<file path="config.mk">
export PLATFORM = sky130hd
export DESIGN_NAME = gregorian_date_offset
export DESIGN_NICKNAME = d
export VERILOG_FILES = /design/src/hw/rtl/gdo_pkg.sv /design/src/hw/rtl/gdo_to_serial.sv /design/src/hw/rtl/gdo_from_serial.sv /design/src/hw/rtl/gregorian_date_offset.sv
export VERILOG_INCLUDE_DIRS = /design/src /design/src/hw/rtl
export SDC_FILE = /design/constraint.sdc
export NUM_CORES = 2
export LEC_CHECK = 0
export BUFFER_PORTS_ARGS = -buffer_cell sky130_fd_sc_hd__buf_2
export CAP_MARGIN = 30
export CORE_MARGIN = 2
export CORE_UTILIZATION = 35
export CTS_CLUSTER_SIZE = 40
export DETAILED_ROUTE_END_ITERATION = 16
export GPL_TIMING_DRIVEN = 0
export PLACE_DENSITY = 0.51
export SLEW_MARGIN = 0
export SYNTH_ARGS = -nofsm -noshare
export SYNTH_HDL_FRONTEND = slang
export SYNTH_SLANG_ARGS = --single-unit
</file>
<file path="constraint.sdc">
create_clock -name clk -period 31.1 [get_ports clk]
set_input_delay 3.11 -clock clk [delete_from_list [all_inputs] [get_ports clk]]
set_output_delay 3.11 -clock clk [all_outputs]
set_load 0.02 [all_outputs]
</file>
<file path="src/hw/rtl/gregorian_date_offset_defines.svh">
// Assertion macros for the date offset top level.
`ifndef GREGORIAN_DATE_OFFSET_DEFINES_SVH
`define GREGORIAN_DATE_OFFSET_DEFINES_SVH

// Check that cond implies prop at every clock edge outside reset.
`define GDO_ASSERT_IMPLY(lbl, cond, prop) \
  lbl: assert property (@(posedge clk) disable iff (!rst_n) (cond) |-> (prop)) \
    else $error("date offset check failed");

// Check that cond never holds outside reset.
`define GDO_ASSERT_NEVER(lbl, cond) \
  lbl: assert property (@(posedge clk) disable iff (!rst_n) !(cond)) \
    else $error("date offset forbidden condition seen");

`endif

</file>
<file path="src/hw/rtl/gdo_pkg.sv">
// Types, constants and tables for the Gregorian date offset block.
`default_nettype none
package gdo_pkg;

  localparam int OFFSET_PORT_W = 32;
  localparam int Z_W           = 22;
  localparam int SERIAL_W      = 25;

  // Day numbers of 0001-01-01 and 9999-12-31 (years shifted by 400).
  localparam int DAY_LO = 146403;
  localparam int DAY_HI = 3798461;

  // Reciprocals for exact constant division: q = (x * M) >> K.
  localparam logic [13:0] DIV25_M    = 14'(((64'd1 << 18) + 64'd24) / 64'd25);
  localparam logic [22:0] DIVERA_M   = 23'(((64'd1 << 40) + 64'd146096) / 64'd146097);
  localparam logic [22:0] DIV7_M     = 23'(((64'd1 << 25) + 64'd6) / 64'd7);
  localparam logic [18:0] DIV1460_M  = 19'(((64'd1 << 29) + 64'd1459) / 64'd1460);
  localparam logic [18:0] DIV36524_M = 19'(((64'd1 << 34) + 64'd36523) / 64'd36524);
  localparam logic [18:0] DIV146096_M = 19'(((64'd1 << 36) + 64'd146095) / 64'd146096);
  localparam logic [18:0] DIV365_M   = 19'(((64'd1 << 27) + 64'd364) / 64'd365);
  localparam logic [9:0]  DIV100_M   = 10'(((64'd1 << 16) + 64'd99) / 64'd100);
  localparam logic [12:0] DIV153_M   = 13'(((64'd1 << 20) + 64'd152) / 64'd153);

  typedef struct packed {
    logic [13:0]                     start_year;
    logic [3:0]                      start_month;
    logic [4:0]                      start_day;
    logic signed [OFFSET_PORT_W-1:0] day_offset;
  } gdo_in_t;

  typedef struct packed {
    logic [13:0] result_year;
    logic [3:0]  result_month;
    logic [4:0]  result_day;
    logic [2:0]  weekday;
    logic        out_of_range;
  } gdo_out_t;

  typedef struct packed {
    logic [13:0] year;
    logic [3:0]  month;
    logic [4:0]  day;
  } gdo_date_t;

  typedef struct packed {
    logic      oor;
    gdo_date_t echo;
  } gdo_meta_t;

  typedef struct packed {
    logic [Z_W-1:0] z;
    gdo_meta_t      meta;
  } gdo_ser_t;

  // Days from March 1 to the first of month index mp (March = 0).
  function automatic logic [8:0] cum_days(input logic [3:0] mp);
    logic [8:0] d;
    case (mp)
      4'd0:    d = 9'd0;
      4'd1:    d = 9'd31;
      4'd2:    d = 9'd61;
      4'd3:    d = 9'd92;
      4'd4:    d = 9'd122;
      4'd5:    d = 9'd153;
      4'd6:    d = 9'd184;
      4'd7:    d = 9'd214;
      4'd8:    d = 9'd245;
      4'd9:    d = 9'd275;
      4'd10:   d = 9'd306;
      4'd11:   d = 9'd337;
      default: d = 9'd0;
    endcase
    return d;
  endfunction

endpackage
`default_nettype wire

</file>
<file path="src/hw/rtl/gdo_to_serial.sv">
// Front pipeline: date to day number, add offset, range check.
`default_nettype none
module gdo_to_serial import gdo_pkg::*; #(
  parameter int OFFSET_WIDTH = 21
) (
  input  wire logic     clk,
  input  wire logic     rst_n,
  input  wire logic     adv,
  input  wire logic     in_valid,
  input  wire gdo_in_t  in_item,
  output logic          ser_valid,
  output gdo_ser_t      ser_item
);

  localparam int RW = ((OFFSET_WIDTH > SERIAL_W) ? OFFSET_WIDTH : SERIAL_W) + 1;

  // stage 1
  logic [3:0]             mon_c, mp_c;
  logic                   early_c;
  logic                   v1_r;
  logic [14:0]            yy1_r, yy1_nxt;
  logic signed [10:0]     doy1_r, doy1_nxt;
  logic signed [RW-1:0]   off1_r, off1_nxt;
  gdo_meta_t              meta1_r, meta1_nxt;
  // stage 2
  logic                   v2_r;
  logic [22:0]            y365_2_r;
  logic [12:0]            q4_2_r;
  logic [26:0]            p100_2_r, p400_2_r;
  logic signed [10:0]     doy2_r;
  logic signed [RW-1:0]   off2_r;
  gdo_meta_t              meta2_r;
  // stage 3
  logic                   v3_r;
  logic signed [SERIAL_W-1:0] serial3_r, serial3_nxt;
  logic signed [RW-1:0]   off3_r;
  gdo_meta_t              meta3_r;
  // stage 4
  logic signed [RW-1:0]   r_c;
  logic                   oor_c;

  always_comb begin
    if (in_item.start_month == 4'd0) begin
      mon_c = 4'd1;
    end else if (in_item.start_month > 4'd12) begin
      mon_c = 4'd12;
    end else begin
      mon_c = in_item.start_month;
    end
    early_c  = (mon_c <= 4'd2);
    mp_c     = early_c ? (mon_c + 4'd9) : (mon_c - 4'd3);
    yy1_nxt  = 15'(in_item.start_year) + 15'd400 - 15'(early_c);
    doy1_nxt = $signed({2'b00, cum_days(mp_c)}) + $signed({6'b0, in_item.start_day})
               - 11'sd1;
    off1_nxt = RW'($signed(in_item.day_offset[OFFSET_WIDTH-1:0]));
    meta1_nxt.oor        = 1'b0;
    meta1_nxt.echo.year  = in_item.start_year;
    meta1_nxt.echo.month = mon_c;
    meta1_nxt.echo.day   = in_item.start_day;
  end

  assign serial3_nxt = $signed({2'b00, y365_2_r}) + $signed({12'b0, q4_2_r})
                     - $signed({17'b0, p100_2_r[25:18]}) + $signed({19'b0, p400_2_r[23:18]})
                     + SERIAL_W'(doy2_r);

  always_comb begin
    r_c   = RW'(serial3_r) + off3_r;
    oor_c = (r_c < $signed(RW'(DAY_LO))) || (r_c > $signed(RW'(DAY_HI)));
  end

  always_ff @(posedge clk) begin
    if (!rst_n) begin
      v1_r      <= 1'b0;
      v2_r      <= 1'b0;
      v3_r      <= 1'b0;
      ser_valid <= 1'b0;
    end else if (adv) begin
      v1_r      <= in_valid;
      v2_r      <= v1_r;
      v3_r      <= v2_r;
      ser_valid <= v3_r;
    end
  end

  always_ff @(posedge clk) begin
    if (adv) begin
      yy1_r    <= yy1_nxt;
      doy1_r   <= doy1_nxt;
      off1_r   <= off1_nxt;
      meta1_r  <= meta1_nxt;

      y365_2_r <= 23'(yy1_r) * 23'd365;
      q4_2_r   <= 13'(yy1_r >> 2);
      p100_2_r <= 27'(yy1_r >> 2) * 27'(DIV25_M);
      p400_2_r <= 27'(yy1_r >> 4) * 27'(DIV25_M);
      doy2_r   <= doy1_r;
      off2_r   <= off1_r;
      meta2_r  <= meta1_r;

      serial3_r <= serial3_nxt;
      off3_r    <= off2_r;
      meta3_r   <= meta2_r;

      ser_item.z         <= r_c[Z_W-1:0];
      ser_item.meta.oor  <= oor_c;
      ser_item.meta.echo <= meta3_r.echo;
    end
  end

endmodule
`default_nettype wire

</file>
<file path="src/hw/rtl/gdo_from_serial.sv">
// Back pipeline: day number to date and weekday, with out-of-range echo.
`default_nettype none
module gdo_from_serial import gdo_pkg::*; (
  input  wire logic     clk,
  input  wire logic     rst_n,
  input  wire logic     adv,
  input  wire logic     ser_valid,
  input  wire gdo_ser_t ser_item,
  output logic          out_valid,
  output gdo_out_t      out_item
);

  logic [11:0]    v_r;
  gdo_meta_t      m_r [11];

  logic [44:0]    pe1_r, pw1_r;
  logic [Z_W-1:0] z1_r, z2_r;
  logic [4:0]     era2_r, era3_r;
  logic [19:0]    q7_2_r;
  logic [17:0]    doe3_r, doe4_r, doe5_r, doe6_r, doe7_r, doe8_r;
  logic [2:0]     wd3_r, wd4_r, wd5_r, wd6_r, wd7_r, wd8_r, wd9_r, wd10_r, wd11_r;
  logic [14:0]    e400_4_r, e400_5_r, e400_6_r, e400_7_r, e400_8_r, e400_9_r,
                  e400_10_r, e400_11_r;
  logic [36:0]    a4_r, b4_r, c4_r;
  logic [17:0]    t5_r;
  logic [36:0]    pt6_r;
  logic [8:0]     yoe7_r, yoe8_r, yoe9_r, yoe10_r, yoe11_r;
  logic [17:0]    y365_8_r;
  logic [18:0]    py100_8_r;
  logic [8:0]     doy9_r, doy10_r, doy11_r;
  logic [24:0]    pm10_r;
  logic [3:0]     mp11_r;

  logic [21:0]    x7_c;
  logic [3:0]     mon_c;
  logic [14:0]    year_c;
  gdo_out_t       out_nxt;

  assign x7_c = z2_r + 22'd3;

  always_comb begin
    mon_c  = (mp11_r < 4'd10) ? (mp11_r + 4'd3) : (mp11_r - 4'd9);
    year_c = 15'(yoe11_r) + e400_11_r + 15'(mon_c <= 4'd2) - 15'd400;
    if (m_r[10].oor) begin
      out_nxt.result_year  = m_r[10].echo.year;
      out_nxt.result_month = m_r[10].echo.month;
      out_nxt.result_day   = m_r[10].echo.day;
      out_nxt.weekday      = 3'd0;
      out_nxt.out_of_range = 1'b1;
    end else begin
      out_nxt.result_year  = year_c[13:0];
      out_nxt.result_month = mon_c;
      out_nxt.result_day   = 5'(doy11_r - cum_days(mp11_r) + 9'd1);
      out_nxt.weekday      = wd11_r;
      out_nxt.out_of_range = 1'b0;
    end
  end

  assign out_valid = v_r[11];

  always_ff @(posedge clk) begin
    if (!rst_n) begin
      v_r <= '0;
    end else if (adv) begin
      v_r <= {v_r[10:0], ser_valid};
    end
  end

  always_ff @(posedge clk) begin
    if (adv) begin
      m_r[0] <= ser_item.meta;
      for (int i = 1; i < 11; i++) begin
        m_r[i] <= m_r[i-1];
      end
      // era and weekday quotients
      pe1_r <= 45'(ser_item.z) * 45'(DIVERA_M);
      pw1_r <= 45'(ser_item.z + 22'd3) * 45'(DIV7_M);
      z1_r  <= ser_item.z;
      era2_r <= pe1_r[44:40];
      q7_2_r <= pw1_r[44:25];
      z2_r   <= z1_r;
      // day of era, weekday remainder
      doe3_r <= 18'(z2_r - 22'(era2_r) * 22'd146097);
      wd3_r  <= 3'(x7_c - 22'(q7_2_r) * 22'd7);
      era3_r <= era2_r;
      // leap corrections
      a4_r     <= 37'(doe3_r) * 37'(DIV1460_M);
      b4_r     <= 37'(doe3_r) * 37'(DIV36524_M);
      c4_r     <= 37'(doe3_r) * 37'(DIV146096_M);
      doe4_r   <= doe3_r;
      wd4_r    <= wd3_r;
      e400_4_r <= 15'(era3_r) * 15'd400;
      t5_r     <= doe4_r - 18'(a4_r[36:29]) + 18'(b4_r[36:34]) - 18'(c4_r[36]);
      doe5_r   <= doe4_r;
      wd5_r    <= wd4_r;
      e400_5_r <= e400_4_r;
      // year of era
      pt6_r    <= 37'(t5_r) * 37'(DIV365_M);
      doe6_r   <= doe5_r;
      wd6_r    <= wd5_r;
      e400_6_r <= e400_5_r;
      yoe7_r   <= pt6_r[35:27];
      doe7_r   <= doe6_r;
      wd7_r    <= wd6_r;
      e400_7_r <= e400_6_r;
      // day of year
      y365_8_r  <= 18'(yoe7_r) * 18'd365;
      py100_8_r <= 19'(yoe7_r) * 19'(DIV100_M);
      yoe8_r    <= yoe7_r;
      doe8_r    <= doe7_r;
      wd8_r     <= wd7_r;
      e400_8_r  <= e400_7_r;
      doy9_r    <= 9'(doe8_r - (y365_8_r + 18'(yoe8_r >> 2) - 18'(py100_8_r[18:16])));
      yoe9_r    <= yoe8_r;
      wd9_r     <= wd8_r;
      e400_9_r  <= e400_8_r;
      // month index
      pm10_r    <= (25'(doy9_r) * 25'd5 + 25'd2) * 25'(DIV153_M);
      doy10_r   <= doy9_r;
      yoe10_r   <= yoe9_r;
      wd10_r    <= wd9_r;
      e400_10_r <= e400_9_r;
      mp11_r    <= pm10_r[23:20];
      doy11_r   <= doy10_r;
      yoe11_r   <= yoe10_r;
      wd11_r    <= wd10_r;
      e400_11_r <= e400_10_r;
      out_item  <= out_nxt;
    end
  end

endmodule
`default_nettype wire

</file>
<file path="src/hw/rtl/gregorian_date_offset.sv">
// Top level of the Gregorian date offset block.
`default_nettype none
`include "gregorian_date_offset_defines.svh"
// Moves a Gregorian date by a signed day count and returns the new date and
// its weekday (0 = Sunday). The start date becomes a linear day number, the
// offset (low OFFSET_WIDTH bits of in_item.day_offset, sign-extended) is
// added, and the sum is turned back into year, month and day with exact
// reciprocal multiplies in place of the constant divisions. Month 0 reads as
// January and 13..15 as December; day 0 and days past the month end count on
// linearly. A result outside 0001-01-01..9999-12-31 sets out_of_range, echoes
// the start date and reports weekday 0. Timing: a 16-stage pipeline; one item
// enters per cycle while the output is not stalled. The whole pipeline
// freezes while a waiting result is stalled, so in_stall follows out_valid
// and out_stall.
module gregorian_date_offset import gdo_pkg::*; #(
  parameter int OFFSET_WIDTH = 21
) (
  input  wire logic    clk,
  input  wire logic    rst_n,
  input  wire logic    in_valid,
  output logic         in_stall,
  input  wire gdo_in_t in_item,
  output logic         out_valid,
  input  wire logic    out_stall,
  output gdo_out_t     out_item
);

  logic     adv;
  logic     ser_valid;
  gdo_ser_t ser_item;

  // Advance every stage unless the finished item is held at the output.
  assign adv      = !(out_valid && out_stall);
  assign in_stall = !adv;

  gdo_to_serial #(
    .OFFSET_WIDTH(OFFSET_WIDTH)
  ) u_to_serial (
    .clk       (clk),
    .rst_n     (rst_n),
    .adv       (adv),
    .in_valid  (in_valid),
    .in_item   (in_item),
    .ser_valid (ser_valid),
    .ser_item  (ser_item)
  );

  gdo_from_serial u_from_serial (
    .clk       (clk),
    .rst_n     (rst_n),
    .adv       (adv),
    .ser_valid (ser_valid),
    .ser_item  (ser_item),
    .out_valid (out_valid),
    .out_item  (out_item)
  );

  // Out-of-range items report Sunday and a clamped month.
  `GDO_ASSERT_IMPLY(a_oor_weekday, out_valid && out_item.out_of_range, out_item.weekday == 3'd0)
  `GDO_ASSERT_IMPLY(a_oor_month, out_valid && out_item.out_of_range, out_item.result_month >= 4'd1 && out_item.result_month <= 4'd12)
  // A converted date always has a real month, day and weekday.
  `GDO_ASSERT_NEVER(a_bad_date, out_valid && !out_item.out_of_range && (out_item.result_month == 4'd0 || out_item.result_month > 4'd12 || out_item.result_day == 5'd0 || out_item.weekday > 3'd6))

endmodule
`default_nettype wire

</file>
* After elaboration in Yosys (flattened, before gate mapping)
Memory sizes are Yosys's and may differ from the RTL's. A register that Yosys moved wholly into a read port is not among the register bits. Cells that the tools add are included.
Word-level totals: register bits 938, bits in writable memories 264, memory bits (read-only) 288, input bits 59, output and inout bits 29, memories kept 3
Memories:
- u_from_serial.m_r | words 11, bits a word 24, read ports 11, clocked after Yosys merged registers in 0, wr ports 11, line gdo_from_serial.sv:14 | gdo_meta_t m_r [11];
- (name not given) | words 16, bits a word 9, read ports 1, clocked after Yosys merged registers in 1, wr ports 0, line gdo_pkg.sv:58 | case (mp)
- (name not given) | words 16, bits a word 9, read ports 1, clocked after Yosys merged registers in 0, wr ports 0, line gdo_pkg.sv:58
Cells by class: add/subtract/negate cells 29, multiply operators 15, magnitude comparators 6, multiplexer cells 8, reductions and logical operators 3
Operator list (count):
- 45-bit by 23-bit multiplier with 45-bit output (second input constant) | 1
- 22-bit by 22-bit multiplier with 44-bit output (second input constant) | 1
- 18-bit by 19-bit multiplier with 37-bit output (second input constant) | 1
- 18-bit by 16-bit multiplier with 34-bit output (second input constant) | 1
- 18-bit by 16-bit multiplier with 33-bit output (second input constant) | 1
- 27-bit two-way mux | 1
- 25-bit by 21-bit adder with 26-bit output | 1
- 26-bit by 23-bit > comparator with 1-bit output (second input constant) | 1
- 26-bit by 19-bit < comparator with 1-bit output (second input constant) | 1
- 25-bit by 11-bit adder with 25-bit output | 1
- 25-bit by 7-bit adder with 25-bit output | 1
- 13-bit by 13-bit multiplier with 25-bit output (second input constant) | 1
- 24-bit by 8-bit subtractor with 25-bit output | 1
- 23-bit by 13-bit adder with 24-bit output | 1
- 22-bit by 2-bit adder with 23-bit output (second input constant) | 1
- 11-bit by 13-bit multiplier with 23-bit output (second input constant) | 1
- 13-bit by 12-bit multiplier with 23-bit output (second input constant) | 1
- 15-bit by 9-bit multiplier with 23-bit output (second input constant) | 1
- 20-bit by 3-bit multiplier with 3-bit output (second input constant) | 1
- 4-bit two-way mux | 5
- 18-bit by 3-bit adder with 18-bit output | 1
- 5-bit by 18-bit multiplier with 18-bit output (second input constant) | 1
- 18-bit by 1-bit subtractor with 18-bit output | 1
- 18-bit subtractor | 1
- 32 further kinds | 33

* Depth between registers and ports, before layout
An unclocked memory read counts as a cell.
depth in word-level cells 8, depth in mapped cells 30, gate-level depth less buffers 30

* Modules after synthesis
A second synthesis with hierarchy kept.
Second synthesis, totals: cell total of the unflattened synthesis 6010, area total of the unflattened synthesis 76637.3 um^2
Modules (own cells, without submodules):
- gdo_from_serial | times used 1, cells an instance 4320, area an instance 55768.5 um^2
- gdo_to_serial | times used 1, cells an instance 1688, area an instance 20858.8 um^2
- gregorian_date_offset | times used 1, cells an instance 2, area an instance 10.0 um^2

* Least setup slack after synthesis
Ideal clock, no wire load.
path kind input to register, start input port out_stall, end register u_from_serial.a4_r[29], enable pin, library setup time 1.663 ns, arrival time 28.818 ns, required time 29.437 ns, slack 0.619 ns, stages on the path 3, path buffers 2, cells stage by stage nand2_1 > clkbuf_1 > buf_1
On the way: longest elaborated chain between the ends 1
Ends and longest elaborated chain:
- from (decl) | line gregorian_date_offset.sv:24 | input wire logic out_stall,
- 1-bit logical AND | line gregorian_date_offset.sv:33 | assign adv = !(out_valid && out_stall);
- to (signal assigned) | line gdo_from_serial.sv:87 | a4_r <= 37'(doe3_r) * 37'(DIV1460_M);
- to (decl) | line gdo_from_serial.sv:24 | logic [36:0] a4_r, b4_r, c4_r;
Every way passes these cells. A chain may end at the register's enable or synchronous reset.

* Final worst setup path
start register u_to_serial.ser_item[24] (netlist name), end register u_from_serial.pw1_r[27], data pin
On the way: longest elaborated chain between the ends 2
Ends and longest elaborated chain:
- 22-bit by 2-bit adder with 23-bit output | line gdo_from_serial.sv:77 | pw1_r <= 45'(ser_item.z + 22'd3) * 45'(DIV7_M);
- 45-bit by 23-bit multiplier with 45-bit output | line gdo_from_serial.sv:77
- to (signal assigned) | line gdo_from_serial.sv:77
- to (decl) | line gdo_from_serial.sv:16 | logic [44:0] pe1_r, pw1_r;
Every way passes these cells.

==> flow_summary_export.csv <==
group,metric,value,unit
synthesis,syn_area_per_cell,12.81,um2
timing,hold_violations,0,
worst_setup_path,crit_path_end_kind,"flip-flop",
timing,fmax,0.1160,GHz
timing,slew_headroom,33.23,%
timing,setup_viol,0,
final_layout,final_nets,8363,
timing,fin_crit_sh,27.73,%
placement,io_buffers,75,
cts,ctsHoldBuffers,0,
routing,drt_pre_antenna_iters,5,
grt,grt.total_usage,14.39,%
synthesis,syn-cell-area,75960,um2
worst_setup_path,crit_type,"reg2reg",
synthesis,synth.distinct_cells,73,
synthesis,ys_seq_area_share,37.60,%
cts,post-cts-setup-buffers,0,
placement,dp_cells,8886,
grt,grt_start_max_net_pins,46,
floorplan,start_util,35.08,%
timing,fin_crit,8.623,ns
cts,cts-resized-gates,0,
synthesis,synth_fp_nets,8154,
cts,cts_max_level,3,
routing,num_vias,40730,
routing,drtIter0Drc,1949,
hold_path,min_from,"u_from_serial.z1_r[1]",
synthesis,synth_edf_count,937,
run,cap_violations,0,
floorplan,die_y,469.9,um
final_layout,syn2layout_area_growth,10.37,%
floorplan,std_cell_rows,171,
worst_setup_path,rr_startpoint,"u_to_serial.ser_item[24]",
worst_setup_path,arrival,9.09,ns
floorplan,ios,88,
worst_setup_path,worstPathRequired,31.56,ns
worst_setup_path,critPathLaunchType,"flip-flop",
routing,via_per_inst,4.486,
grt,grt_pass1_wl,248.8,mm
worst_setup_path,worst_path_most_repeated_cell,"inv_1",
worst_setup_path,cp_slowest_cell,"edfxtp_1",
worst_setup_path,critical_path.top_delay_family,"adder cells",
synthesis,ys_top_cells_by_count,"inv_1, ha_1, edfxtp_1",
worst_setup_path,critPathBufInv,5,
final_layout,multi_input_area,41700,um2
synthesis,synth.most_common_cell,"inv_1",
routing,antenna_left,0,
timing,worstMarginPinSlew,1.001,ns
placement,gp_congestion,0.8469,
final_layout,n_fill_cell,20620,
routing,wl,152.2,mm
synthesis,yosysTopAreaCell,"edfxtp_1",
cts,clk_path_buf_depth,3,
placement,place.detailed.hpwl,124.9,mm
synthesis,synthArstFlopShare,0,%
final_layout,fin_cells,9079,
floorplan,die_area,220800,um2
outcome,status,"completed",
worst_setup_path,startpoint,"u_to_serial.ser_item[24]",
synthesis,yosys_warnings,0,
final_layout,drive_gt1_share,4.740,%
synthesis,ys_ff_latch,958,
grt,grt_remaining_overflow,0,
placement,placedInstanceArea,80490,um2
worst_setup_path,critPathMaxStageDelay,0.86,ns
grt,grt_pass1_vias,44420,
cts,insertion_delay,0.74,ns
cts,cts_buffers,102,
synthesis,yosysTopAreaCellShare,37.04,%
floorplan,die_x,469.9,um
cts,clk_pin_slew_worst_paths,0.06,ns
timing,whs,0.4033,ns
cts,cts_sinks,958,
grt,grt_antenna_before_repair,5,
cts,cts_root_buf,"clkbuf_16",
routing,post_drt_wl_per_cell,16.76,um
final_layout,final_area,83830,um2
timing,finClkSkew,0.03759,ns
hold_path,hold_class,"reg2reg",
routing,drc,0,
final_layout,regArea,28560,um2
synthesis,yosys-top-cells-area,"edfxtp_1, fa_1, ha_1",
floorplan,core_area,216500,um2
timing,rsz0062_at_grt,"no",
synthesis,syn_inst,5928,
cts,cts_tree,"built",
synthesis,synth_ff_type,"edfxtp_1",
worst_setup_path,cp_max_fo,10,
timing,finalMaxSlewViolations,0,
## cell families (layout without fill, tap and decap cells)
kind of cell	Yosys count	in the layout	share of synthesized area (%)
AO/OA/AOI/OAI	521	521	4.502
XOR/XNOR	263	263	3.033
adder cells (fa/ha/maj)	2167	2167	44.10
buffers and inverters	1518	1814	7.507
flip-flops	958	958	37.60
multiplexers	17	17	0.2389
other	0	1	0
AND/OR/NAND/NOR	484	484	3.024
## sequential cells by signal, indices dropped and copies added, names as in the netlist, 11 cells and up, named ones only
register                cells
u_from_serial.m_r         264
u_to_serial.ser_item       46
u_from_serial.out_item     27
u_to_serial.serial3_r      25
u_to_serial.meta1_r        23
u_to_serial.meta2_r        23
u_to_serial.meta3_r        23
u_to_serial.y365_2_r       23
u_to_serial.off1_r         21
u_to_serial.off2_r         21
u_to_serial.off3_r         21
u_from_serial.doe3_r       18
u_from_serial.t5_r         18
u_from_serial.z1_r         18
u_from_serial.z2_r         18
u_from_serial.doe4_r       16
u_to_serial.yy1_r          15
u_to_serial.q4_2_r         13
u_from_serial.v_r          12
u_to_serial.doy1_r         11
u_to_serial.doy2_r         11
## worst paths after layout
kind,end,slack [ns],cells past startpoint
max,u_from_serial.pw1_r[27],22.48,28
min,u_from_serial.z2_r[1],0.40,0
min reg2reg,u_from_serial.z2_r[1],0.40,0
max reg2reg,u_from_serial.pw1_r[27],22.48,28
## final cells by class
| type | count | share of cell area, % |
|---|---|---|
| plain buffers | 13 | 0.06418 |
| inverters | 1505 | 6.739 |
| clock inverters | 70 | 0.8239 |
| clock buffers | 121 | 3.130 |
| flip-flops and latches | 958 | 34.06 |
| repair buffers | 105 | 1.179 |
| well taps | 2854 | 4.260 |
| multi-input cells | 3452 | 49.74 |
| diodes | 1 | 0.002985 |
## cells in the final DEF, fill, tap and decap left out, types with 38 or more instances in the layout
| cell | count |
|---|---|
| a21o_1 | 70 |
| a21oi_1 | 143 |
| buf_2 | 76 |
| clkbuf_16 | 102 |
| edfxtp_1 | 937 |
| fa_1 | 850 |
| ha_1 | 1317 |
| inv_1 | 1504 |
| nand2_1 | 128 |
| nand3_1 | 38 |
| nor2_1 | 130 |
| nor3_1 | 56 |
| o21ai_0 | 100 |
| xnor2_1 | 202 |
| xor2_1 | 61 |
## metrics by stage
step	worst slack, ns	utilization, %	TNS [ns]
floorplan	0.6189	-	0
global placement	-10.50	36.90	-9633.18
detailed placement	22.32	37.17	0
CTS	22.29	38.70	0
global route	21.96	38.72	0
finish	22.48	38.72	0
## layer usage
metal  global-route usage [%]  part of all wire [%]
met1                    19.79                    47
met5                        0                     0
met3                    2.013                   3.1
met4                    3.235                   2.0
met2                    24.11                    48
Power is left out: the tool's default activity adds up to more than one toggle a clock period on the data nets, which glitch-free logic cannot reach.
